$ cat config.mk
export PLATFORM = sky130hd
export DESIGN_NAME = strip_hit_clusterer
export DESIGN_NICKNAME = d
export VERILOG_FILES = /design/src/hdl/shc_pkg.sv /design/src/hdl/strip_hit_clusterer.sv
export VERILOG_INCLUDE_DIRS = /design/src /design/src/hdl
export SDC_FILE = /design/constraint.sdc
export NUM_CORES = 2
export LEC_CHECK = 0
export BUFFER_PORTS_ARGS = -buffer_cell sky130_fd_sc_hd__buf_2
export CORE_MARGIN = 2
export CORE_UTILIZATION = 55
export CTS_BUF_LIST = sky130_fd_sc_hd__clkbuf_8
export DETAILED_ROUTE_END_ITERATION = 8
export PLACE_DENSITY = 0.73
export RECOVER_POWER = 25
export SLEW_MARGIN = 20
export SYNTH_ARGS = -nofsm -noshare
export SYNTH_HDL_FRONTEND = slang
export SYNTH_SLANG_ARGS = --single-unit
$ cat constraint.sdc
create_clock -name clk -period 44.5 [get_ports clk]
set_input_delay 4.45 -clock clk [delete_from_list [all_inputs] [get_ports clk]]
set_output_delay 4.45 -clock clk [all_outputs]
set_load 0.005 [all_outputs]
$ cat src/hdl/strip_hit_clusterer_defines.svh
// Assertion macros shared by the strip hit clusterer RTL.
`ifndef STRIP_HIT_CLUSTERER_DEFINES_SVH
`define STRIP_HIT_CLUSTERER_DEFINES_SVH

// Same-cycle implication, disabled while reset is asserted.
`define SHC_ASSERT_SAME(label, clk, rst_n, ante, cons, msg) \
  label: assert property (@(posedge clk) disable iff (!rst_n) (ante) |-> (cons)) \
    else $error(msg);

// Next-cycle implication, disabled while reset is asserted.
`define SHC_ASSERT_NEXT(label, clk, rst_n, ante, cons, msg) \
  label: assert property (@(posedge clk) disable iff (!rst_n) (ante) |=> (cons)) \
    else $error(msg);

`endif

$ cat src/hdl/shc_pkg.sv
// Types and constants of the strip hit clusterer.
package shc_pkg;

  // Item kinds.
  localparam logic [1:0] KIND_HIT   = 2'd0;
  localparam logic [1:0] KIND_MASK  = 2'd1;
  localparam logic [1:0] KIND_FLUSH = 2'd2;

  // Register file.
  localparam int unsigned CFG_ADDR_W = 2;
  localparam int unsigned CFG_DATA_W = 32;
  localparam logic [CFG_ADDR_W-1:0] REG_THRESHOLD_ADDR = 2'd0;
  localparam logic [7:0] THRESHOLD_RESET = 8'd250;

  // Default geometry.
  localparam int NUM_STRIPS_DEF  = 256;
  localparam int NUM_SENSORS_DEF = 4;

  // One input request.
  typedef struct packed {
    logic [1:0] kind;
    logic [1:0] sensor;
    logic [7:0] strip;
    logic [7:0] amplitude;
    logic       mask_value;
  } hit_item_t;

  // One emitted cluster.
  typedef struct packed {
    logic [1:0] cluster_sensor;
    logic [7:0] start_strip;
    logic [7:0] extra_strips;
  } cluster_t;

endpackage

$ cat src/hdl/strip_hit_clusterer.sv
// Strip hit clusterer: mask filter, adjacency clustering and output register.
//
// Usage: hits, mask writes and end-of-sensor flushes enter on the in_ channel
// (valid/ready) as hit_item_t requests, hits in ascending strip order. Each
// hit above the amplitude threshold and not masked bad either widens the open
// cluster or opens a new one, closing any open cluster first; closed clusters
// leave on the out_ channel as cluster_t requests. A flush emits the open cluster if there is one.
// The threshold sits at byte address 0 of the cfg_ APB port.
// Flow: the edge that accepts a request also does the registered mask
// read; the edge at which the processing stage moves on runs the cluster
// logic and loads the output register.
// Throughput: one request per cycle while in_ready is high; the single port
// of the mask memory is used at most once per request, at the edge that accepts it.
// Reset: rst_n clears the control state and the threshold returns to 250.
// The mask memory is then cleared by a pass over all NUM_SENSORS*NUM_STRIPS
// entries (1024 with the defaults), one entry per cycle; in_ready stays low during
// that pass, while configuration writes are taken as usual.
// Stall: while out_ready is low a result waits in the output register, one
// more request waits in the processing stage, and in_ready drops.
`include "strip_hit_clusterer_defines.svh"

module strip_hit_clusterer #(
  parameter int NUM_STRIPS  = shc_pkg::NUM_STRIPS_DEF,
  parameter int NUM_SENSORS = shc_pkg::NUM_SENSORS_DEF
) (
  input  logic                                clk,
  input  logic                                rst_n,
  // Input channel
  input  logic                                in_valid,
  output logic                                in_ready,
  input  shc_pkg::hit_item_t                  in_data,
  // Result channel
  output logic                                out_valid,
  input  logic                                out_ready,
  output shc_pkg::cluster_t                   out_data,
  // Configuration port
  input  logic                                cfg_psel,
  input  logic                                cfg_penable,
  input  logic                                cfg_pwrite,
  input  logic [shc_pkg::CFG_ADDR_W-1:0]      cfg_paddr,
  input  logic [shc_pkg::CFG_DATA_W-1:0]      cfg_pwdata,
  output logic [shc_pkg::CFG_DATA_W-1:0]      cfg_prdata,
  output logic                                cfg_pready
);
  import shc_pkg::*;

  localparam int DEPTH  = NUM_SENSORS * NUM_STRIPS;
  localparam int ADDR_W = (DEPTH > 1) ? $clog2(DEPTH) : 1;

  typedef enum logic [1:0] {
    ST_CLEAR = 2'b01,
    ST_RUN   = 2'b10
  } clr_state_t;

  // Configuration register.
  logic [7:0] threshold_r;
  logic       cfg_wr;

  assign cfg_pready = 1'b1;
  assign cfg_wr     = cfg_psel && cfg_penable && cfg_pwrite &&
                      (cfg_paddr == REG_THRESHOLD_ADDR);
  assign cfg_prdata = (cfg_paddr == REG_THRESHOLD_ADDR) ?
                      {{(CFG_DATA_W-8){1'b0}}, threshold_r} : '0;

  always_ff @(posedge clk) begin
    if (!rst_n) begin
      threshold_r <= THRESHOLD_RESET;
    end else if (cfg_wr) begin
      threshold_r <= cfg_pwdata[7:0];
    end
  end

  // Clearing pass over the mask memory after reset.
  clr_state_t        state_r;
  logic [ADDR_W-1:0] clr_addr_r;

  always_ff @(posedge clk) begin
    if (!rst_n) begin
      state_r    <= ST_CLEAR;
      clr_addr_r <= '0;
    end else begin
      case (state_r)
        ST_CLEAR: begin
          clr_addr_r <= clr_addr_r + ADDR_W'(1);
          if (clr_addr_r == ADDR_W'(DEPTH - 1)) begin
            state_r <= ST_RUN;
          end
        end
        ST_RUN: begin
          state_r <= ST_RUN;
        end
        default: begin
          state_r <= ST_CLEAR;
        end
      endcase
    end
  end

  // Handshake of the processing stage and the output register.
  logic s1_valid_r;
  logic out_valid_r;
  logic s1_fire;
  logic in_fire;

  assign s1_fire  = s1_valid_r && (!out_valid_r || out_ready);
  assign in_ready = (state_r == ST_RUN) && (!s1_valid_r || s1_fire);
  assign in_fire  = in_valid && in_ready;

  // Range checks and mask address of the incoming request.
  logic              in_sensor_ok;
  logic              in_strip_ok;
  logic [ADDR_W-1:0] in_addr;

  assign in_sensor_ok = ({30'd0, in_data.sensor} < 32'(NUM_SENSORS));
  assign in_strip_ok  = ({24'd0, in_data.strip} < 32'(NUM_STRIPS));
  assign in_addr      = ADDR_W'(32'(in_data.sensor) * 32'(NUM_STRIPS) +
                                32'(in_data.strip));

  // Mask memory: one port, cleared by the pass, else read or written by a request.
  logic              mask_mem [DEPTH];
  logic              mask_rd_r;
  logic              mem_we;
  logic              mem_re;
  logic              mem_wdata;
  logic [ADDR_W-1:0] mem_addr;

  always_comb begin
    if (state_r == ST_CLEAR) begin
      mem_we    = 1'b1;
      mem_re    = 1'b0;
      mem_wdata = 1'b0;
      mem_addr  = clr_addr_r;
    end else begin
      mem_we    = in_fire && in_sensor_ok && in_strip_ok && (in_data.kind == KIND_MASK);
      mem_re    = in_fire && in_sensor_ok && in_strip_ok && (in_data.kind == KIND_HIT);
      mem_wdata = in_data.mask_value;
      mem_addr  = in_addr;
    end
  end

  always_ff @(posedge clk) begin
    if (mem_we) begin
      mask_mem[mem_addr] <= mem_wdata;
    end
    if (mem_re) begin
      mask_rd_r <= mask_mem[mem_addr];
    end
  end

  // Processing stage registers.
  hit_item_t s1_item_r;
  logic      s1_sensor_ok_r;
  logic      s1_strip_ok_r;

  always_ff @(posedge clk) begin
    if (!rst_n) begin
      s1_valid_r <= 1'b0;
    end else if (in_fire) begin
      s1_valid_r <= 1'b1;
    end else if (s1_fire) begin
      s1_valid_r <= 1'b0;
    end
  end

  always_ff @(posedge clk) begin
    if (in_fire) begin
      s1_item_r      <= in_data;
      s1_sensor_ok_r <= in_sensor_ok;
      s1_strip_ok_r  <= in_strip_ok;
    end
  end

  // Open cluster state.
  logic       open_r;
  logic [7:0] open_start_r;
  logic [7:0] open_extra_r;
  logic [1:0] open_sensor_r;
  logic       open_nxt;
  logic [7:0] open_start_nxt;
  logic [7:0] open_extra_nxt;
  logic [1:0] open_sensor_nxt;

  // Cluster decision for the request in the processing stage.
  logic       is_flush;
  logic       hit_take;
  logic       adjacent;
  logic       emit;
  logic [9:0] next_strip;

  assign is_flush   = s1_sensor_ok_r && (s1_item_r.kind == KIND_FLUSH);
  assign hit_take   = s1_sensor_ok_r && s1_strip_ok_r && (s1_item_r.kind == KIND_HIT) &&
                      (s1_item_r.amplitude > threshold_r) && !mask_rd_r;
  assign next_strip = {2'b00, open_start_r} + {2'b00, open_extra_r} + 10'd1;
  assign adjacent   = open_r && (s1_item_r.sensor == open_sensor_r) &&
                      ({2'b00, s1_item_r.strip} == next_strip);
  assign emit       = open_r && (is_flush || (hit_take && !adjacent));

  always_comb begin
    open_nxt        = open_r;
    open_start_nxt  = open_start_r;
    open_extra_nxt  = open_extra_r;
    open_sensor_nxt = open_sensor_r;
    if (is_flush) begin
      open_nxt = 1'b0;
    end else if (hit_take && adjacent) begin
      if (open_extra_r != 8'hFF) begin
        open_extra_nxt = open_extra_r + 8'd1;
      end
    end else if (hit_take) begin
      open_nxt        = 1'b1;
      open_start_nxt  = s1_item_r.strip;
      open_extra_nxt  = 8'd0;
      open_sensor_nxt = s1_item_r.sensor;
    end
  end

  always_ff @(posedge clk) begin
    if (!rst_n) begin
      open_r        <= 1'b0;
      open_start_r  <= 8'd0;
      open_extra_r  <= 8'd0;
      open_sensor_r <= 2'd0;
    end else if (s1_fire) begin
      open_r        <= open_nxt;
      open_start_r  <= open_start_nxt;
      open_extra_r  <= open_extra_nxt;
      open_sensor_r <= open_sensor_nxt;
    end
  end

  // Output register.
  cluster_t out_data_r;

  always_ff @(posedge clk) begin
    if (!rst_n) begin
      out_valid_r <= 1'b0;
    end else if (s1_fire) begin
      out_valid_r <= emit;
    end else if (out_ready) begin
      out_valid_r <= 1'b0;
    end
  end

  always_ff @(posedge clk) begin
    if (s1_fire && emit) begin
      out_data_r.cluster_sensor <= open_sensor_r;
      out_data_r.start_strip    <= open_start_r;
      out_data_r.extra_strips   <= open_extra_r;
    end
  end

  assign out_valid = out_valid_r;
  assign out_data  = out_data_r;

  // Checks on the clearing pass and the cluster bookkeeping.
  `SHC_ASSERT_NEXT(a_clear_once, clk, rst_n, state_r == ST_RUN, state_r == ST_RUN, "mask clearing restarted")
  `SHC_ASSERT_SAME(a_no_accept_in_clear, clk, rst_n, in_valid && in_ready, state_r == ST_RUN, "request accepted during mask clearing")
  `SHC_ASSERT_NEXT(a_hit_opens, clk, rst_n, s1_fire && hit_take, open_r, "accepted hit left no open cluster")
  `SHC_ASSERT_NEXT(a_flush_closes, clk, rst_n, s1_fire && is_flush, !open_r && (out_valid == $past(open_r)), "flush did not close the cluster")

endmodule
Yosys cells after proc, flatten, opt, wreduce, memory -nomap -nowiden
Memories as Yosys holds them, arrays and structs flattened. A register that Yosys moved wholly into a read port is not among the register bits.
Cells that the tools add are included.
{"block": "word_totals", "reg_bits": 79, "latchBits": 0, "ram_bits": 1024, "romBits": 0, "output_inout_bits": 53, "elab_cells": 88, "mem_count": 1}
{"memory": "mask_mem", "depth": 1024, "width": 1, "read_ports": 1, "rd_ports_with_merged_regs": 1, "wr": 1, "line_no": "strip_hit_clusterer.sv:120", "text": "logic mask_mem [DEPTH];"}
{"block": "op_classes", "n_addsub": 5, "multipliers": 0, "div_mod_pow": 0, "n_lt_le_gt_ge": 1, "n_eq_ne": 11, "shift": 0, "mux": 19, "bitwise": 2, "reduce_logical": 33}
{"op": "$mux W8", "n": 4}
{"op": "$logic_and A1 B1 Y1", "n": 16}
{"op": "$mux W1", "n": 12}
{"op": "$add A10 B1 Y10 const B", "n": 1}
{"op": "$add A10 B8 Y10", "n": 1}
{"op": "$add A9 B1 Y10 const B", "n": 1}
{"op": "$eq A10 B10 Y1 const B", "n": 1}
{"op": "$eq A8 B10 Y1", "n": 1}
{"op": "$mux W10", "n": 1}
{"op": "$add A8 B8 Y9", "n": 1}
{"op": "$add A8 B1 Y8 const B", "n": 1}
{"op": "$gt A8 B8 Y1", "n": 1}
{"op": "$ne A8 B8 Y1 const B", "n": 1}
{"op": "$reduce_and A4 Y1", "n": 2}
{"op": "$reduce_bool A2 Y1", "n": 4}
{"op": "$logic_not A2 Y1", "n": 3}
{"op": "$eq A2 B1 Y1 const B", "n": 2}
{"op": "$eq A2 B2 Y1 const B", "n": 2}
{"op": "$logic_not A1 Y1", "n": 4}
{"op": "$ne A2 B2 Y1 const B", "n": 2}
{"op": "$pmux W2 S2", "n": 1}
{"op": "$logic_or A1 B1 Y1", "n": 3}
{"op": "$reduce_and A3 Y1", "n": 1}
{"op": "$eq A2 B2 Y1", "n": 1}
{"op": "other kinds (3)", "n": 4}

Logic depth before layout (Yosys ltp)
{"block": "depth", "ltp_word": 10, "depth_mapped": 18, "mapped_depth_nobuf": 13}

Worst setup path after synthesis
No wires, ideal clock.
{"block": "synth_path", "path_kind": "input to register", "from": "input in_data[0] (netlist bit)", "to": "memory mask_mem[0], data pin", "setup_ns": 5.174, "arrival_ns": 28.787, "setup_slack_ns": 10.539, "cell_stages": 1, "cell_sequence": "nor2b_1"}
{"block": "synth_between", "elab_chain_cells": 1}
{"item": "start, declared", "line_no": "strip_hit_clusterer.sv:31", "text": "input shc_pkg::hit_item_t in_data,"}
{"item": "$mux W1", "line_no": "strip_hit_clusterer.sv:128", "text": "if (state_r == ST_CLEAR) begin"}
{"item": "end, declared", "line_no": "strip_hit_clusterer.sv:120"}
No other way between the ends.

Worst setup path in the final report
{"block": "layout_path", "from": "input in_data[0] (netlist bit)", "to": "memory mask_mem[842], data pin"}
{"block": "layout_between", "elab_chain_cells": 1}
{"item": "$mux W1", "line_no": "strip_hit_clusterer.sv:128"}
{"item": "named net mem_wdata", "line_no": "strip_hit_clusterer.sv:124", "text": "logic mem_wdata;"}
The timed path passes the listed nets, and every way through them passes these cells.

==> impl_metrics.py <==
metrics = {
    "status": {
        "status": "complete, but fails checks",
        "violations": "max-capacitance violations, max-slew violations",
    },
    "clock_tree": {
        "cts_hold_buf": 0,
        "path_clk_slew_ns": 0.06,
        "cts_sinks": 1104,
        "cts_tree": "yes",
        "cts_buffer_depth": 3,
        "cts-root-buf": "clkbuf_8",
        "cts_made_buffers": 176,
        "ctsResizeCount": 0,
        "htreeDepth": 4,
        "clkLatencyLatePin_ns": 0.84,
        "postCtsSetupBuffers": 0,
    },
    "sta": {
        "hold_slack_ns": 0.4689,
        "hold_violations": 0,
        "period_share": 0.2882,
        "worst_pin_slew_ns": 6.633,
        "slew_violations": 542,
        "finalClockSkew_ns": 0.04115,
        "fmax_mhz": 77.98,
        "max-slew-margin-rel": -3.422,
        "fin_tns_setup_ns": 0,
        "setup_ws_ns": 31.68,
        "setup-violations-final": 0,
        "rsz0062_at_grt": "false",
        "fin_crit_ns": 12.82,
    },
    "layout": {
        "nNetsFinal": 4103,
        "fillers": 6888,
        "area_growth_syn_to_layout_pct": 9.013,
        "final_common_cell": "edfxtp_1",
        "stdcell_area_um2": 52970,
        "drive_above_1_share": 0.1143,
        "multiInputGateArea_um2": 14460,
        "regArea_um2": 32740,
        "layout_common_cells": "1063 x edfxtp_1, 1028 x nor2_1, 508 x nand2_1",
    },
    "setup_path": {
        "critPathTopFamily": "buffers and inverters",
        "worstSetupEndpointType": "flop",
        "arrival_ns": 13.29,
        "path_max_fanout": 272,
        "slowest_delay_ns": 2.98,
        "cp-start-kind": "input port",
        "path_class": "in -> reg",
        "path_cells": "buf_2 -> nor2b_2 -> clkbuf_1 -> clkbuf_1 -> buf_12 -> buf_12 -> buf_16 -> buf_4",
        "crit_required_ns": 44.97,
        "crit_buf_inv": 7,
        "critPathSlowestCell": "clkbuf_1",
    },
    "drt": {
        "wl_per_cell_um": 25.70,
        "routed.top_layer": "met5",
        "met3_length_mm": 18.39,
        "drt_wl_total_mm": 137.0,
        "postRouteAntennaNets": 0,
        "dr_wl_met2_mm": 62.77,
        "drt_iter0_markers": 5818,
        "via_per_inst": 6.266,
        "drcViolationCount": 0,
        "vias": 33420,
        "drtPass1Iterations": 6,
        "met1Wirelength_mm": 49.55,
    },
    "min_path": {
        "min_path_type": "reg -> reg",
    },
    "logic_synthesis": {
        "yosysSeqAreaShare": 0.6738,
        "synth_warnings": 0,
        "syn_area_um2": 48590,
        "synth-seq-cells": 1104,
        "synthFlopType": "edfxtp_1",
        "avgSynthCellArea_um2": 12.01,
        "synth_area_leader_cell": "edfxtp_1",
        "synth_top_cell_area_share": 0.6569,
        "synthTopCellsByArea": "edfxtp_1 66%, nor2_1 8.0%, nand2_1 4.0%",
        "ys_types": 68,
        "async_flop_share": 0,
        "synth_edf_count": 1063,
        "synthCells": 4045,
    },
    "floorplanning": {
        "core_area_um2": 87970,
        "initial_utilization": 0.5524,
        "num_rows": 109,
        "io_pins": 115,
        "die_area_um2": 90740,
        "die_h_um": 301.2,
        "die_w_um": 301.2,
    },
    "power_and_ir_drop": {
        "p_leak_nw": 17.05,
        "power_density_nw_per_um2": 38.33,
        "ir_drop_mv": 0.03148,
    },
    "grt": {
        "grt_max_degree": 313,
        "grt_pass1_vias": 31330,
        "overflow": 0,
        "grt_pass1_wl_mm": 198.0,
        "grt_use_total": 0.2995,
        "antenna_found_initial": 4,
    },
    "placed_design": {
        "postPlaceCellArea_um2": 49830,
        "dp_slack_ns": 34.85,
        "gp_congestion": 0.8410,
        "dp_hpwl_mm": 72.06,
        "port_buffers": 65,
    },
    "run": {
        "drv_cap": 8,
    },
}
power by group:
| part | switching, mW | total, mW | internal (mW) | leakage (nW) |
|---|---|---|---|---|
| combinational | 0.0754 | 0.114 | 0.0386 | 4.89 |
| clock | 0.400 | 0.793 | 0.393 | 1.95 |
| sequential | 0.000833 | 1.12 | 1.12 | 10.2 |
stage by stage:
step	power, mW	cells	utilization
2_1_floorplan	1.222	4068	-
3_3_place_gp	1.254	5006	0.5664
3_5_place_dp	1.255	5006	0.5664
4_1_cts	2.032	5329	0.6029
5_1_grt	2.086	5332	0.6021
6_report	2.030	5333	0.6022
cells in the mapped netlist, types with 12 or more instances:
master	number
o22ai_1	68
a22oi_1	22
edfxtp_1	1063
mux2i_1	163
nand4_1	12
buf_4	29
buf_1	22
dfxtp_1	41
a21oi_1	124
nor2b_1	17
clkbuf_1	243
nor2_1	1030
nor4_1	33
and3_1	33
nor3_1	49
a311oi_1	30
buf_2	75
mux4_2	75
xnor2_1	20
inv_1	23
nand3_1	92
nand2_1	521
ha_1	20
o21ai_0	35
a31oi_1	19
routing by layer:
layer	track usage	vias to the layer above
met4	0.1393	2
met3	0.06779	378
li1	-	14360
met1	0.4063	16380
met2	0.4630	2297
met5	0	-
registers in the layout, summed over array words and instances, names as in the netlist:
register       cells
out_valid          1
clr_addr_r        10
open_sensor_r      2
open_start_r       8
s1_valid_r         1
mask_rd_r          1
out_data          18
threshold_r        8
open_r             1
s1_item_r         20
mask_mem        1024
state_r            2
open_extra_r       8
area by class of cell:
type,instances,share of cell area
antenna,3,0.0001417
clock buffer,186,0.04833
multi-input combinational,2561,0.2731
timing repair buffer,154,0.01904
inverter,23,0.001630
sequential,1104,0.6181
clock inverter,137,0.01216
tap,1165,0.02752
cell families (layout without fill, tap and decap cells):
logic type,count (synthesis),in the layout,share of synthesized area
buffers and inverters,403,500,0.03700
adder cells (fa/ha/maj),21,21,0.005562
other,2,28,0.0001546
XOR/XNOR,23,23,0.004146
AO/OA/AOI/OAI,402,402,0.05377
multiplexers,243,243,0.06965
AND/OR/NAND/NOR,1847,1847,0.1559
flip-flops,1104,1104,0.6738
path summary, 6_finish.rpt:
check	from	end	slack, ns	cells past startpoint
max	in_data[0]	mask_mem[842]	31.68	8
min	open_start_r[0]	out_data[8]	0.47	0
max reg2reg	state_r[1]	mask_mem[842]	34.42	10
min reg2reg	open_start_r[0]	out_data[8]	0.47	0
No activity file was read; power rests on OpenSTA's default activity.
